<file path="src/ecpb_pkg.sv">
package ecpb_pkg;

    localparam int MAX_COLORS  = 256;
    localparam int SMALL_LIMIT = 16;

    localparam int COLOR_W = 32;
    localparam int PIX_W   = 8;
    localparam int IDX_W   = $clog2(MAX_COLORS);
    localparam int CNT_W   = $clog2(MAX_COLORS + 1);

    typedef enum logic [1:0] {
        ST_IDLE,
        ST_READ,
        ST_CMP,
        ST_FINISH
    } ecpb_state_t;

    // Commands from the controller to the datapath.
    typedef struct packed {
        logic load;
        logic hit;
        logic step;
        logic commit;
    } ecpb_cmd_t;

    // Status from the datapath to the controller.
    typedef struct packed {
        logic overflow;
        logic empty;
        logic match;
        logic last_entry;
        logic out_free;
    } ecpb_status_t;

endpackage

</file>
<file path="src/ecpb_ctrl.sv">
module ecpb_ctrl
    import ecpb_pkg::*;
(
    input  logic         clk,
    input  logic         rst_n,
    input  logic         in_valid,
    output logic         in_ready,
    input  ecpb_status_t status,
    output ecpb_cmd_t    cmd
);

    ecpb_state_t state_reg;
    ecpb_state_t state_next;

    always_ff @(posedge clk or negedge rst_n)
    begin
        if (!rst_n)
        begin
            state_reg <= ST_IDLE;
        end
        else
        begin
            state_reg <= state_next;
        end
    end

    always_comb
    begin
        state_next = state_reg;
        unique case (state_reg)
            ST_IDLE:
            begin
                if (in_valid)
                begin
                    if (status.overflow || status.empty)
                    begin
                        state_next = ST_FINISH;
                    end
                    else
                    begin
                        state_next = ST_READ;
                    end
                end
            end
            ST_READ:
            begin
                state_next = ST_CMP;
            end
            ST_CMP:
            begin
                if (status.match || status.last_entry)
                begin
                    state_next = ST_FINISH;
                end
                else
                begin
                    state_next = ST_READ;
                end
            end
            ST_FINISH:
            begin
                if (status.out_free)
                begin
                    state_next = ST_IDLE;
                end
            end
            default:
            begin
                state_next = ST_IDLE;
            end
        endcase
    end

    always_comb
    begin
        cmd      = '0;
        in_ready = 1'b0;
        unique case (state_reg)
            ST_IDLE:
            begin
                in_ready = 1'b1;
                cmd.load = in_valid;
            end
            ST_READ:
            begin
                cmd = '0;
            end
            ST_CMP:
            begin
                cmd.hit  = status.match;
                cmd.step = !status.match && !status.last_entry;
            end
            ST_FINISH:
            begin
                cmd.commit = status.out_free;
            end
            default:
            begin
                cmd = '0;
            end
        endcase
    end

endmodule

</file>
<file path="config.mk">
export PLATFORM = sky130hd
export DESIGN_NAME = ecpb_ctrl
export DESIGN_NICKNAME = d
export VERILOG_FILES = /design/src/ecpb_pkg.sv /design/src/ecpb_ctrl.sv
export SDC_FILE = /design/constraint.sdc
export NUM_CORES = 1
export LEC_CHECK = 0
export BUFFER_PORTS_ARGS = -buffer_cell sky130_fd_sc_hd__buf_2
export CAP_MARGIN = 20
export CORE_AREA = 2 2 39 41
export DETAILED_ROUTE_END_ITERATION = 10
export DIE_AREA = 0 0 41 43
export PLACE_DENSITY = 0.31
export REMOVE_ABC_BUFFERS = 1
export SLEW_MARGIN = 0
export SYNTH_ARGS = -nofsm -noshare
export SYNTH_HDL_FRONTEND = slang
export SYNTH_SLANG_ARGS = --single-unit
export TNS_END_PERCENT = 50
</file>
<file path="constraint.sdc">
create_clock -name clk -period 1.05 [get_ports clk]
set_input_delay 0.105 -clock clk [delete_from_list [all_inputs] [get_ports clk]]
set_output_delay 0.105 -clock clk [all_outputs]
set_load 0.005 [all_outputs]
</file>
Word-level counts from Yosys, hierarchy flattened. Cells that the tools add are included.

Flip-flop bits (word level): 2. Output and inout bits: 5. Logic and storage cells: 22.

Equality and inequality tests: 5. Muxes and demuxes: 9. Reduce and logical (&&, ||, !) cells: 7.

Operators by type and width (number): $mux W2 (5); $pmux W2 S4 (1); $eq A2 B2 Y1 const B (2); $ne A2 B2 Y1 const B (2); $mux W1 (3); $eq A2 B1 Y1 const B (1); $logic_not A1 Y1 (2); $logic_not A2 Y1 (1); $logic_or A1 B1 Y1 (2); $reduce_and A2 Y1 (1); $logic_and A1 B1 Y1 (1).

Depth between registers and ports, before layout.
Depth in word-level cells: 4. Depth in mapped cells: 2. Depth with buffers taken out: 2.

Worst setup path after synthesis. Ideal clock, no wire load.

Path kind: flip-flop to flip-flop. Start point: reg state_reg[0]. End point: reg state_reg[1]. Arrival time: 0.785 ns. Data required time: 0.917 ns. Setup slack: 0.131 ns. Stages on the path, launching flop included: 3. Clock period less this slack: 0.919 ns. Cell sequence: dfrtp_1 nor4b_4 a211oi_2.

Word-level cells in the longest chain between the ends: 3.

RTL lines: start: declaration (line ecpb_ctrl.sv:12) `ecpb_state_t state_reg;`; start signal: assignment (line ecpb_ctrl.sv:23) `state_reg <= state_next;`; $eq A2 B2 Y1 / $logic_not A2 Y1 (equally long branches) (line ecpb_ctrl.sv:30) `unique case (state_reg)`; $ne A2 B2 Y1 (no source line); $reduce_and A2 Y1 (no source line).

Several ways; a longest one is shown, not always the timed one. A chain may end at the register's enable or synchronous reset.

==> qor.txt <==
outcome: finished with violations
violations in the final reports: setup timing
multi-input combinational cell area: 83.8 µm²
first-pass GRT wire length: 731 µm
via total after detailed routing: 167
minimum clock period after layout: 1.16 ns
routed length per instance: 9.78 µm
met3 WL: 54 µm
synthesized-area fraction occupied by xor and xnor cells: 0%
worst setup skew after layout: 0.00493 ns
count of endpoints failing hold in the final timing report: 0
Combinational Power Share: 38.9%
count of antenna-violating nets left after detailed routing: 0
final non-filler cell total: 46
WL final: 450 µm
top_reg_cell synth: sky130_fd_sc_hd__dfrtp_1
core box area: 0.00138 mm²
number of DRC markers in iteration 0: 3
net load switching power: 0.000203 W
clock network power share: 29.5%
CTS tree: built
root buffer cell: sky130_fd_sc_hd__clkbuf_4
global-route congestion overflow total: 0
final core utilization: 19.3%
gpl congestion: 0.650
die outline height: 43 µm
category of the critical setup timing path: reg -> out
library cell with the highest instance count after synthesis: sky130_fd_sc_hd__dfrtp_1
portion of total power attributed to sequential cells: 31.6%
fraction of the mapped netlist area in simple logic gates: 40.7%
startpoint type of the worst setup path: flop
via count of the first global-routing pass: 182
DP HPWL: 364 µm
H-tree lvl count: 1
number of antenna violations at the first check in global routing: 0
die width: 41 µm
per-cell via count in the routed design: 3.63
final net count: 40
asr flop ratio synth: 100%
count of TritonRoute iterations in the first routing pass: 2
Worst Setup Slack, final: -0.109 ns
fraction of the mapped netlist area in adder cells: 0%
pin slew with the least headroom to its limit: 0.218 ns
share of the synthesized area in compound gates (AO/OA/AOI/OAI): 19.4%
net switching share of the total power: 33.8%
static leakage: 0.143 nW
number of buffers added on ports: 12
total number of yosys warnings: 0
fill count: 162
pin count of the biggest net entering global routing: 6
post-synthesis sequential element count: 2
max FFs per register: 2
Worst Hold Margin: 0.148 ns
biggest fanout along the worst timing path: 5
fraction of layout instances using a drive strength above 1: 76.7%
portion of the clock cycle consumed by the worst path in the final layout: 110%
internal portion of total power: 0.000398 W
unrepaired setup endpoints after global routing: true
number of sinks handled by clock tree synthesis: 2
cell count after synthesis: 12
VDD IR max: 364 µV
clock insertion delay at the later pin of the skew report: 0.23 ns
required time of the critical path: 0.94 ns
Cell Count Post-Placement: 41
Inserted Clock Buffers: 3
metal1 wirelength: 212 µm
detailed-route DRC error count: 0
Max-cap violations: 0
total die area: 0.00176 mm²
post-synth top area cell: sky130_fd_sc_hd__dfrtp_1
kind of end point of the critical path: primary output
per-instance average area after synthesis: 11.3 µm²
clock input transition at the sequential cells of the worst setup and hold paths: 0.03 ns
total setup violations reported at the end of the flow: 4
proportion of synthesized area in mux cells: 0%
fraction of the yosys area taken by sequential cells: 37.0%
area added between synthesis and finish: 98.1%
class of the most critical hold timing path: in -> reg
highest metal layer used by the detailed router: met3
share of the synthesized area in the top cell type: 37.0%
total track usage: 6.12%
max-slew headroom at the worst pin: 85.3%
number of different library cells in the post-synthesis netlist: 11
number of top-level design ports: 13
fin. max-slew vios: 0
top area cells in the synthesized netlist: sky130_fd_sc_hd__dfrtp_1 (37%), sky130_fd_sc_hd__nor4b_4 (18%), sky130_fd_sc_hd__a211oi_2 (9.3%)
cell area after synthesis: 135 µm²
Diodes inserted: 0
met2 wire len: 182 µm
number of flops mapped to enable cells by yosys: 0
maximum number of buffers from clock root to sink: 2
maximum clock frequency: 863 MHz
Worst EP arrival: 1.05 ns
footprint of the flip-flops and latches: 52.6 µm²
dominant combinational cell family by area after synthesis: simple AND/OR/NAND/NOR gates
FP Rows: 14
starting density of the core: 9.76%
total power density per cell area: 2240 mW/mm²
## cell type report
class	count	area share, %
well taps	16	7.48
repair buffers	15	31.8
clock buffers	3	8.41
flip-flops and latches	2	19.6
inverters	1	1.40
multi-input cells	9	31.3
## stage by stage
stage               TNS [ns]  cell area [µm²]  total power [W]  setup WS [ns]
detailed placement         0              223         0.000407         0.0195
CTS                   -0.368              267         0.000616         -0.128
global placement           0              223         0.000402         0.0429
global route          -0.548              268         0.000656         -0.167
finish                -0.284              268         0.000601         -0.109
floorplan                  0              135         0.000290          0.131
## what timing repair did
| action | CTS | global route |
|---|---|---|
| setup endpoints to repair | 5 | 5 |
| hold buffers | 1 | 0 |
| pin swaps | 1 | 0 |
| endpoints found under the hold margin | 2 | 0 |
| buffers inserted | 1 | 0 |
| gates resized for setup | 2 | 1 |
## worst paths after layout
kind / start / endpoint / slack, ns / cells past startpoint
setup / recovery: state_reg[0]$_DFFE_PN0P_ / cmd[1] / -0.11 / 2
hold reg to reg: state_reg[1]$_DFFE_PN0P_ / state_reg[0]$_DFFE_PN0P_ / 0.57 / 1
max in group asynchronous: rst_n / state_reg[1]$_DFFE_PN0P_ / 0.73 / 2
min in group asynchronous: rst_n / state_reg[0]$_DFFE_PN0P_ / 0.21 / 2
hold / removal: in_valid / state_reg[0]$_DFFE_PN0P_ / 0.15 / 2
setup reg to reg: state_reg[0]$_DFFE_PN0P_ / state_reg[1]$_DFFE_PN0P_ / 0.07 / 3
## kinds of logic after synthesis
group / after synthesis
compound gates: 3
buf+inv: 1
flops: 2
simple gates: 6
## power by group through the flow
stage | clock (W) | sequential, W | combinational, W
after floorplan | 0 | 0.000159 | 0.000131
after global placement | 0 | 0.000173 | 0.000229
after detailed placement | 0 | 0.000177 | 0.000230
after CTS | 0.000190 | 0.000187 | 0.000239
after global routing | 0.000192 | 0.000199 | 0.000264
final | 0.000177 | 0.000190 | 0.000234
## per-layer routing
| layer | global-route usage [%] | up-vias |
|---|---|---|
| li1 | - | 81 |
| met3 | 1.57 | 0 |
| met4 | 4.00 | 0 |
| met5 | 0 | - |
| met1 | 8.97 | 73 |
| met2 | 7.50 | 13 |
## worst max-delay path, stage by stage (launching register included)
cell and delay [ns]:
sky130_fd_sc_hd__dfrtp_2 0.44, sky130_fd_sc_hd__nor4b_4 0.23, sky130_fd_sc_hd__buf_2 0.15
## placed cells by master, fill, tap and decap left out
cell type / instances
sky130_fd_sc_hd__buf_4: 2
sky130_fd_sc_hd__nand2_1: 1
sky130_fd_sc_hd__o21ai_0: 1
sky130_fd_sc_hd__inv_1: 1
sky130_fd_sc_hd__dfrtp_2: 2
sky130_fd_sc_hd__nor4b_4: 1
sky130_fd_sc_hd__and3_1: 1
sky130_fd_sc_hd__buf_2: 12
sky130_fd_sc_hd__and3_4: 1
sky130_fd_sc_hd__nor2_2: 1
sky130_fd_sc_hd__a22o_1: 1
sky130_fd_sc_hd__a211oi_2: 1
sky130_fd_sc_hd__and2_1: 1
sky130_fd_sc_hd__dlygate4sd3_1: 1
sky130_fd_sc_hd__clkbuf_4: 3
Power figures use the tool's default switching activity.
